[src/hw/rtl/assert_macros.svh]
// Assertion macros used by the decoder core RTL.
// No dependencies; SYNTH removes every check.
`ifndef ASSERT_MACROS_SVH
`define ASSERT_MACROS_SVH

`ifndef SYNTH

// expr must hold at every clock edge outside reset
`define ASSERT_ALWAYS(label, clk, rst, expr) \
  label: assert property (@(posedge clk) disable iff (rst) (expr)) \
    else $error("assertion failed");

// cons must hold in the cycle after ante
`define ASSERT_NEXT(label, clk, rst, ante, cons) \
  label: assert property (@(posedge clk) disable iff (rst) (ante) |=> (cons)) \
    else $error("assertion failed");

`else

`define ASSERT_ALWAYS(label, clk, rst, expr)
`define ASSERT_NEXT(label, clk, rst, ante, cons)

`endif

`endif

[src/hw/rtl/b64d_pkg.sv]
// Types, constants and the character map of the base64url decoder.
// No dependencies.
`timescale 1ns / 1ps

package b64d_pkg;

  localparam int MAX_BYTES = 255;
  localparam logic [7:0] EXPECTED_RESET = 8'd32;
  localparam logic [8:0] TOTAL_SAT = 9'h1FF;

  typedef enum logic [1:0] {
    ST_OK       = 2'd0,
    ST_BAD_LEN  = 2'd1,
    ST_BAD_CHAR = 2'd2,
    ST_TRAIL    = 2'd3
  } status_t;

  typedef struct packed {
    logic [7:0] char_code;
    logic       last_char;
  } item_t;

  typedef struct packed {
    logic  valid;
    item_t item;
  } stage_t;

  // bit 6 set: not a base64url character (value field then zero)
  function automatic logic [6:0] sextet_of(input logic [7:0] c);
    logic [6:0] r;
    r = 7'h40;
    if (c >= 8'd65 && c <= 8'd90) begin
      r = {1'b0, 6'(c - 8'd65)};
    end else if (c >= 8'd97 && c <= 8'd122) begin
      r = {1'b0, 6'(c - 8'd97 + 8'd26)};
    end else if (c >= 8'd48 && c <= 8'd57) begin
      r = {1'b0, 6'(c - 8'd48 + 8'd52)};
    end else if (c == 8'd45) begin
      r = {1'b0, 6'd62};
    end else if (c == 8'd95) begin
      r = {1'b0, 6'd63};
    end
    return r;
  endfunction

endpackage

[src/hw/rtl/b64d_in_reg.sv]
// Input register stage of the base64url decoder.
// Depends on b64d_pkg.
`timescale 1ns / 1ps

module b64d_in_reg (
  input  logic               clk,
  input  logic               rst,
  input  logic               s_tvalid,
  output logic               s_tready,
  input  logic [7:0]         s_tdata,  // char_code
  input  logic               s_tlast,  // last_char
  input  logic               take,
  output b64d_pkg::stage_t   stage
);

  logic                held;
  b64d_pkg::item_t     item;

  assign s_tready = !rst && (!held || take);

  always_ff @(posedge clk) begin
    if (rst) begin
      held <= 1'b0;
    end else if (s_tready) begin
      held <= s_tvalid;
    end
  end

  always_ff @(posedge clk) begin
    if (s_tready && s_tvalid) begin
      item.char_code <= s_tdata;
      item.last_char <= s_tlast;
    end
  end

  assign stage.valid = held;
  assign stage.item  = item;

endmodule

[src/hw/rtl/b64d_core.sv]
// Decode state, status check and result register of the base64url decoder.
// Depends on b64d_pkg and assert_macros.svh.
`timescale 1ns / 1ps
`include "assert_macros.svh"

module b64d_core (
  input  logic               clk,
  input  logic               rst,
  input  logic               cfg_we,
  input  logic [7:0]         cfg_wdata,
  input  b64d_pkg::stage_t   stage,
  output logic               take,
  output logic               m_tvalid,
  input  logic               m_tready,
  output logic [7:0]         m_tdata,  // out_byte
  output logic [2:0]         m_tuser,  // out_valid, status[1:0]
  output logic               m_tlast   // done_res
);

  logic [7:0]  expected_bytes;
  logic [6:0]  bit_buffer;
  logic [2:0]  bit_count;
  logic [8:0]  byte_total;
  logic [1:0]  length_phase;
  logic        bad_char_seen;

  logic        ov;
  logic [7:0]  o_byte;
  logic        o_valid;
  logic        o_done;
  b64d_pkg::status_t o_status;

  logic [6:0]  sext;
  logic [12:0] acc;
  logic [3:0]  cnt_sum;
  logic        emit;
  logic [2:0]  bit_count_next;
  logic [7:0]  shifted;
  logic [6:0]  mask;
  logic [6:0]  bit_buffer_next;
  logic [8:0]  byte_total_next;
  logic [1:0]  length_phase_next;
  logic        bad_char_seen_next;
  logic        byte_ok;
  logic        state_clear;
  b64d_pkg::status_t status_next;

  assign take = stage.valid && (!ov || m_tready);

  always_comb begin
    sext               = b64d_pkg::sextet_of(stage.item.char_code);
    acc                = {bit_buffer, sext[5:0]};
    cnt_sum            = {1'b0, bit_count} + 4'd6;
    emit               = cnt_sum[3];
    bit_count_next     = cnt_sum[2:0];
    shifted            = 8'(acc >> bit_count_next);
    mask               = (7'd1 << bit_count_next) - 7'd1;
    bit_buffer_next    = emit ? acc[6:0] & mask : acc[6:0];
    byte_ok            = emit && (byte_total < {1'b0, expected_bytes})
                         && (byte_total < 9'(b64d_pkg::MAX_BYTES));
    byte_total_next    = (emit && byte_total != b64d_pkg::TOTAL_SAT)
                         ? byte_total + 9'd1 : byte_total;
    length_phase_next  = length_phase + 2'd1;
    bad_char_seen_next = bad_char_seen || sext[6];
  end

  always_comb begin
    if (length_phase_next == 2'd1 || byte_total_next != {1'b0, expected_bytes}) begin
      status_next = b64d_pkg::ST_BAD_LEN;
    end else if (bad_char_seen_next) begin
      status_next = b64d_pkg::ST_BAD_CHAR;
    end else if (bit_buffer_next != 7'd0) begin
      status_next = b64d_pkg::ST_TRAIL;
    end else begin
      status_next = b64d_pkg::ST_OK;
    end
  end

  assign state_clear = bit_buffer == 7'd0 && bit_count == 3'd0 && byte_total == 9'd0
                       && length_phase == 2'd0 && !bad_char_seen;

  always_ff @(posedge clk) begin
    if (rst) begin
      expected_bytes <= b64d_pkg::EXPECTED_RESET;
    end else if (cfg_we) begin
      expected_bytes <= cfg_wdata;
    end
  end

  always_ff @(posedge clk) begin
    if (rst) begin
      bit_buffer    <= 7'd0;
      bit_count     <= 3'd0;
      byte_total    <= 9'd0;
      length_phase  <= 2'd0;
      bad_char_seen <= 1'b0;
    end else if (take) begin
      if (stage.item.last_char) begin
        bit_buffer    <= 7'd0;
        bit_count     <= 3'd0;
        byte_total    <= 9'd0;
        length_phase  <= 2'd0;
        bad_char_seen <= 1'b0;
      end else begin
        bit_buffer    <= bit_buffer_next;
        bit_count     <= bit_count_next;
        byte_total    <= byte_total_next;
        length_phase  <= length_phase_next;
        bad_char_seen <= bad_char_seen_next;
      end
    end
  end

  always_ff @(posedge clk) begin
    if (rst) begin
      ov <= 1'b0;
    end else if (take) begin
      ov <= 1'b1;
    end else if (m_tready) begin
      ov <= 1'b0;
    end
  end

  always_ff @(posedge clk) begin
    if (take) begin
      o_byte   <= byte_ok ? shifted : 8'd0;
      o_valid  <= byte_ok;
      o_done   <= stage.item.last_char;
      o_status <= stage.item.last_char ? status_next : b64d_pkg::ST_OK;
    end
  end

  assign m_tvalid = ov;
  assign m_tdata  = o_byte;
  assign m_tuser  = {o_status, o_valid};
  assign m_tlast  = o_done;

  `ASSERT_ALWAYS(a_status_only_done, clk, rst, !ov || o_done || o_status == b64d_pkg::ST_OK)
  `ASSERT_ALWAYS(a_count_even, clk, rst, bit_count[0] == 1'b0)
  `ASSERT_NEXT(a_clear_after_last, clk, rst, take && stage.item.last_char, state_clear)

endmodule

[src/hw/rtl/base64url_strict_decoder_top.sv]
// Top level of the strict unpadded base64url decoder.
// Depends on b64d_pkg, b64d_in_reg and b64d_core.
//
// Usage:
//   Slave stream s_*: one ASCII character per transfer in s_tdata, s_tlast
//   set on the final character of a string.
//   Master stream m_*: exactly one result per character. m_tdata is the
//   decoded byte, m_tuser[0] flags it as a real byte, m_tuser[2:1] is the
//   status, m_tlast marks the result of the final character.
//   Status on the final result: 0 ok, 1 bad length, 2 invalid character,
//   3 nonzero trailing bits.
//   cfg_we/cfg_wdata write the expected byte count; write only while idle.
//   An accepted character passes the input register, then the result
//   register.
//   Throughput: one character per cycle while m_tready is high; the
//   per-character map and shift sit between the two registers.
//   Reset clears the decode state and sets the expected count to 32.
//   When m_tready is low a valid result register holds; the input register
//   takes one more character only if it is empty, then s_tready drops.
`timescale 1ns / 1ps

module base64url_strict_decoder_top (
  input  logic       clk,
  input  logic       rst,
  input  logic       cfg_we,
  input  logic [7:0] cfg_wdata,  // expected_bytes
  input  logic       s_tvalid,
  output logic       s_tready,
  input  logic [7:0] s_tdata,    // char_code
  input  logic       s_tlast,    // last_char
  output logic       m_tvalid,
  input  logic       m_tready,
  output logic [7:0] m_tdata,    // out_byte
  output logic [2:0] m_tuser,    // out_valid, status[1:0]
  output logic       m_tlast     // done_res
);

  b64d_pkg::stage_t stage;
  logic             take;

  b64d_in_reg u_in_reg (
    .clk      (clk),
    .rst      (rst),
    .s_tvalid (s_tvalid),
    .s_tready (s_tready),
    .s_tdata  (s_tdata),
    .s_tlast  (s_tlast),
    .take     (take),
    .stage    (stage)
  );

  b64d_core u_core (
    .clk       (clk),
    .rst       (rst),
    .cfg_we    (cfg_we),
    .cfg_wdata (cfg_wdata),
    .stage     (stage),
    .take      (take),
    .m_tvalid  (m_tvalid),
    .m_tready  (m_tready),
    .m_tdata   (m_tdata),
    .m_tuser   (m_tuser),
    .m_tlast   (m_tlast)
  );

endmodule

[config.mk]
export PLATFORM = sky130hd
export DESIGN_NAME = base64url_strict_decoder_top
export DESIGN_NICKNAME = d
export VERILOG_FILES = /design/src/hw/rtl/b64d_pkg.sv /design/src/hw/rtl/b64d_in_reg.sv /design/src/hw/rtl/b64d_core.sv /design/src/hw/rtl/base64url_strict_decoder_top.sv
export VERILOG_INCLUDE_DIRS = /design/src /design/src/hw/rtl
export SDC_FILE = /design/constraint.sdc
export NUM_CORES = 1
export LEC_CHECK = 0
export ABC_AREA = 1
export BUFFER_PORTS_ARGS = -buffer_cell sky130_fd_sc_hd__buf_2
export CAP_MARGIN = 10
export CORE_UTILIZATION = 45
export CTS_CLUSTER_DIAMETER = 150
export DETAILED_ROUTE_END_ITERATION = 10
export PLACE_DENSITY = 0.61
export REMOVE_ABC_BUFFERS = 1
export SYNTH_ARGS = -nofsm -noshare
export SYNTH_HDL_FRONTEND = slang
export SYNTH_HIERARCHICAL = 1
export SYNTH_SLANG_ARGS = --single-unit
[constraint.sdc]
create_clock -name clk -period 2.9 [get_ports clk]
set_input_delay 0.435 -clock clk [delete_from_list [all_inputs] [get_ports clk]]
set_output_delay 0.435 -clock clk [all_outputs]
set_load 0.05 [all_outputs]
; ---- After elaboration in Yosys (flattened, before gate mapping)
; Cells that the tools add are included.
[totals]
input_bits = 22
regBits = 53
out_inout_bits = 14
[classes]
magnitude_cmp = 8
muxes = 17
eq_ne = 5
add_sub_neg = 9
shifts = 2
reduce_logical = 19
bitwise_logic = 2
[op_table]
columns = operator, count
row1 = $mux W7, 7
row2 = $mux W9, 2
row3 = $ge A8 B7 Y1 const B, 2
row4 = $le A8 B7 Y1 const B, 2
row5 = $shr A13 B3 Y8, 1
row6 = $sub A6 B6 Y6 const B, 2
row7 = $add A9 B1 Y9 const B, 1
row8 = $logic_and A1 B1 Y1, 9
row9 = $lt A9 B8 Y1, 1
row10 = $lt A9 B8 Y1 const B, 1
row11 = $ne A9 B8 Y1, 1
row12 = $ne A9 B9 Y1 const B, 1
row13 = $eq A8 B6 Y1 const B, 1
row14 = $eq A8 B7 Y1 const B, 1
row15 = $ge A8 B6 Y1 const B, 1
row16 = $le A8 B6 Y1 const B, 1
row17 = $and A7 B7 Y7, 1
row18 = $reduce_bool A7 Y1, 1
row19 = $shl A1 B3 Y7 const A, 1
row20 = $sub A7 B1 Y7 const B, 1
row21 = $add A6 B5 Y6 const B, 1
row22 = $add A6 B6 Y6 const B, 1
row23 = $mux W2, 3
row24 = $sub A6 B1 Y6 const B, 1
row25 = 10 further kinds, 18

; ---- Longest topological paths before layout
[logic_depth]
ltp_word = 12
depth_mapped = 18

; ---- Cells and area by module
; The synthesis kept the hierarchy.
[by_module_without_submodules]
columns = module, instances, cells_per_inst, area_each_um2
row1 = b64d_core, 1, 447, 3030.4
row2 = b64d_in_reg, 1, 19, 336.6

; ---- Least setup slack after synthesis
; OpenSTA, ideal clock, no wires.
[synth_timing]
path_kind = reg-to-output
from = register u_core.ov (netlist: u_core/m_tvalid)
to = output s_tready
setup_slack_ns = 0.636
path_stages_with_launch = 9
t_arrival_ns = 1.829
cell_sequence = dfxtp_1 nand2_1 nand2_1 clkbuf_1 inv_1 inv_1 nand2_2 nand2_2 inv_1
[synth_between]
elab_chain_len = 5
[synth_lines]
columns = item, line_no
row1 = "start, declared", b64d_core.sv:27  ; logic ov;
row2 = "start signal, assigned", b64d_core.sv:116  ; ov <= 1'b0;
row3 = "start signal, assigned", b64d_core.sv:118  ; ov <= 1'b1;
row4 = "start signal, assigned", b64d_core.sv:120  ; ov <= 1'b0;
row5 = $logic_not A1 Y1, b64d_core.sv:48  ; assign take = stage.valid && (!ov || m_tready);
row6 = $logic_or A1 B1 Y1, b64d_core.sv:48
row7 = $logic_and A1 B1 Y1, b64d_core.sv:48
row8 = named net take, base64url_strict_decoder_top.sv:39  ; logic take;
row9 = $logic_or A1 B1 Y1, b64d_in_reg.sv:19  ; assign s_tready = !rst && (!held || take);
row10 = $logic_and A1 B1 Y1, b64d_in_reg.sv:19
row11 = "end, declared", base64url_strict_decoder_top.sv:28  ; output logic s_tready,
; The timed path passes the listed nets, and every way through them passes these cells.

; ---- Final worst setup path
[layout_timing]
from = register u_core.byte_total[1]
to = register u_core.o_status[0] (data pin)
[layout_between]
elab_chain_len = 6
[layout_lines]
columns = item, line_no
row1 = "start, declared", b64d_core.sv:23  ; logic [8:0] byte_total;
row2 = "start signal, assigned", b64d_core.sv:107  ; byte_total <= byte_total_next;
row3 = "parallel branches: the longest is 2 deep, another holds $add A9 B1 Y9", --
row4 = $mux W9 *, b64d_core.sv:62  ; ? byte_total + 9'd1 : byte_total;
row5 = $ne A9 B8 Y1 *, b64d_core.sv:68  ; if (length_phase_next == 2'd1 || byte_total_next != {1'b0, expected_bytes}) begin
row6 = $logic_or A1 B1 Y1 *, b64d_core.sv:68
row7 = $mux W1 *, b64d_core.sv:68
row8 = "end signal, assigned", b64d_core.sv:129  ; o_status <= stage.item.last_char ? status_next : b64d_pkg::ST_OK;
row9 = "end, declared", b64d_core.sv:31  ; b64d_pkg::status_t o_status;
; Mark *: on every way between the ends.
; A chain may end at the register's enable or synchronous reset.

==> insert_results.sql <==
INSERT INTO impl_metrics (metric_group, metric, value, unit) VALUES
('die', 'core_box_area', '7250', 'µm²'),
('sta', 'finClkSkew', '14.0', 'ps'),
('die', 'io_pins', '36', ''),
('min_path', 'timing.hold.worst.class', 'primary input to register', ''),
('grt', 'grt_first_pass_wirelength', '12600', 'µm'),
('power_and_ir_drop', 'p_leak', '1.71', 'nW'),
('placed_design', 'hpwlAfterDp', '5690', 'µm'),
('clock_network', 'cts_sinks', '52', ''),
('sta', 'final.setup.tns', '0', 'ps'),
('die', 'floorplan.initialDensity', '46.4', '%'),
('synth', 'ys_seq_elements', '52', ''),
('synth', 'synth_sequential_area_ratio', '37.2', '%'),
('clock_network', 'postCtsResizedCells', '0', ''),
('route', 'dr_total_vias', '3025', ''),
('synth', 'number_of_flops_mapped_to_enable_cells_by_yosys', '21', ''),
('grt', 'vias_in_the_first_global_route', '2775', ''),
('synth', 'cell_types_with_the_largest_area_share_after_synthesis', 'sky130_fd_sc_hd__edfxtp_1 (19%), sky130_fd_sc_hd__dfxtp_1 (18%), sky130_fd_sc_hd__nand2_1 (15%)', ''),
('clock_network', 'hold_buffers', '0', ''),
('route', 'detail_route.first_pass.iterations', '4', ''),
('grt', 'grt_start_max_net_pins', '25', ''),
('die', 'die_extent_in_y', '88.5', 'µm'),
('grt', 'track_usage', '21.0', '%'),
('synth', 'post_synth_instance_area', '3370', 'µm²'),
('setup_path', 'critical-path-slowest-cell', 'sky130_fd_sc_hd__dfxtp_1', ''),
('sta', 'slew_violations', '0', ''),
('finish', 'final-instance-count-excl-fill', '603', ''),
('synth', 'synth_top_cell_by_area', 'sky130_fd_sc_hd__edfxtp_1', ''),
('clock_network', 'cts_max_level', '2', ''),
('setup_path', 'cp_cell_instances', 'ha_1 -> nand3_1 -> nor4_1 -> ha_1 -> nor2_4 -> nand2_1 -> xnor2_1 -> xor2_1 -> nor3_1 -> nand3_1 -> nor2_2 -> a21oi_1', ''),
('route', 'routed_wire_length_per_instance', '12.4', 'µm'),
('setup_path', 'critical-path-top-delay-family', 'simple AND/OR/NAND/NOR gates', ''),
('power_and_ir_drop', 'ir_drop', '0.000315', 'V'),
('clock_network', 'cts_tree', 'yes', ''),
('die', 'floorplan.die_area', '7830', 'µm²'),
('route', 'viasPerCell', '5.02', ''),
('sta', 'max_slew.worst_pin.slew', '507', 'ps'),
('synth', 'synth_top_family_by_area', 'simple AND/OR/NAND/NOR gates', ''),
('sta', 'final.hold.worst_slack', '307', 'ps'),
('synth', 'async_flop_share', '0', '%'),
('placed_design', 'port-buffer-count', '35', ''),
('sta', 'relSlewSlack', '66.2', '%'),
('route', 'final_antenna_net_count', '0', ''),
('synth', 'synth.lib_cells_used.distinct', '39', ''),
('setup_path', 'start_kind', 'register', ''),
('synth', 'synthDominantCellAreaShare', '18.7', '%'),
('sta', 'finalCriticalPeriod', '2490', 'ps'),
('synth', 'synth_simple_gate_area_share', '30.1', '%'),
('run_status', 'status', 'complete, no violations', ''),
('route', 'drt-total-wl', '7490', 'µm'),
('clock_network', 'clockBufferDepth', '2', ''),
('die', 'placementRows', '31', ''),
('finish', 'n_antenna_cell', '0', ''),
('synth', 'syn_area_per_cell', '7.23', 'µm²'),
('setup_path', 'crit_fanout', '8', ''),
('setup_path', 'worst_path_largest_cell_delay', '430', 'ps'),
('placed_design', 'gp_congestion', '0.885', ''),
('synth', 'area_share_of_fa_ha_maj_cells_after_synthesis', '8.18', '%'),
('placed_design', 'pre_cts_ws', '398', 'ps'),
('finish', 'drive_above_1_share', '14.9', '%'),
('die', 'die_x', '88.5', 'µm'),
('power_and_ir_drop', 'powerDensity', '431', 'nW/µm²'),
('synth', 'synth_xor_area_share', '4.12', '%'),
('synth', 'post_synth_inst_count', '466', ''),
('finish', 'final_core_utilization', '52.1', '%'),
('route', 'initialDrtViolationCount', '121', ''),
('synth', 'synthTopCellsByCount', 'sky130_fd_sc_hd__nand2_1 (131), sky130_fd_sc_hd__inv_1 (54), sky130_fd_sc_hd__a21oi_1 (45)', ''),
('setup_path', 'critPathCaptureType', 'register', ''),
('synth', 'ys_warn_count', '6', ''),
('sta', 'setup_repair_after_global_routing_missed_its_margin', 'false', ''),
('setup_path', 'critical_path_arrival', '2550', 'ps'),
('synth', 'yosys-mux-area-fraction', '0', '%');
[where the power goes]
group	total [mW]	switching (mW)	internal, mW
logic	0.303	0.210	0.0927
clock network	0.513	0.253	0.260
registers	0.811	0.0174	0.794
[cell usage in the layout (no fill, tap or decap), types with 2 or more instances in the layout]
master,instances
sky130_fd_sc_hd__nand2_1,131
sky130_fd_sc_hd__inv_1,54
sky130_fd_sc_hd__a21oi_1,45
sky130_fd_sc_hd__nand3_1,37
sky130_fd_sc_hd__buf_2,35
sky130_fd_sc_hd__dfxtp_1,31
sky130_fd_sc_hd__nor2_1,28
sky130_fd_sc_hd__ha_1,22
sky130_fd_sc_hd__edfxtp_1,21
sky130_fd_sc_hd__o21ai_0,16
sky130_fd_sc_hd__xor2_1,11
sky130_fd_sc_hd__buf_4,9
sky130_fd_sc_hd__nand4_1,9
sky130_fd_sc_hd__nor2_2,6
sky130_fd_sc_hd__clkbuf_8,5
sky130_fd_sc_hd__inv_2,5
sky130_fd_sc_hd__nand2_2,5
sky130_fd_sc_hd__nor3_1,3
sky130_fd_sc_hd__nand3b_1,3
sky130_fd_sc_hd__xnor2_1,3
sky130_fd_sc_hd__o21ai_1,3
sky130_fd_sc_hd__o21a_1,2
sky130_fd_sc_hd__or2_1,2
[state kept, by name, summed over array words and instances (netlist names)]
name / count
u_core/byte_total: 9
u_in_reg/stage: 9
u_core/expected_bytes: 8
u_core/m_tdata: 8
u_core/bit_buffer: 7
u_core/bit_count: 2
u_core/length_phase: 2
u_core/o_status: 2
u_core/bad_char_seen: 1
u_core/m_tlast: 1
u_core/m_tvalid: 1
u_core/o_valid: 1
u_in_reg/held: 1
[layout make-up]
| type | count | area, µm² | area share (%) |
|---|---|---|---|
| Multi-Input combinational cell | 339 | 1810 | 48.0 |
| Sequential cell | 52 | 1250 | 33.1 |
| Timing Repair Buffer | 44 | 243 | 6.43 |
| Inverter | 61 | 231 | 6.13 |
| Tap cell | 99 | 124 | 3.28 |
| Clock buffer | 5 | 68.8 | 1.82 |
| Clock inverter | 3 | 46.3 | 1.23 |
[routing by layer]
layer  GRT usage (%)  up-vias  part of all wire [%]
li1                -     1585                     -
met1            26.6     1356                    46
met2            36.4       71                    48
met3            3.26       13                   4.0
met4            6.89        0                   1.9
met5               0        -                     0
[path summary, 6_finish.rpt]
path / start / end / slack, ps / cells past startpoint
setup / recovery: u_core/byte_total[1] / u_core/o_status[0] / 410 / 12
hold / removal: s_tdata[6] / u_in_reg/stage[7] / 310 / 1
setup reg to reg: u_core/byte_total[1] / u_core/o_status[0] / 410 / 12
hold reg to reg: u_core/bit_buffer[0] / u_core/bit_buffer[0] / 470 / 2
[metrics by stage]
| step | cell area (µm²) | total power [mW] |
|---|---|---|
| finish | 3780 | 1.63 |
| global route | 3780 | 1.71 |
| CTS | 3780 | 1.64 |
| detailed placement | 3660 | 1.13 |
| global placement | 3660 | 1.13 |
| floorplan | 3290 | 1.04 |
[kinds of logic (layout without fill, tap and decap cells)]
family                     after synthesis  count (layout)
AOI/OAI and AO/OA                       72              72
xor gates and xnor gates                15              15
adders and majority gates               22              22
buffers and inverters                   75             113
DFF                                     52              52
and+or+nand+nor                        230             230
(Power assumes the default switching activity.)
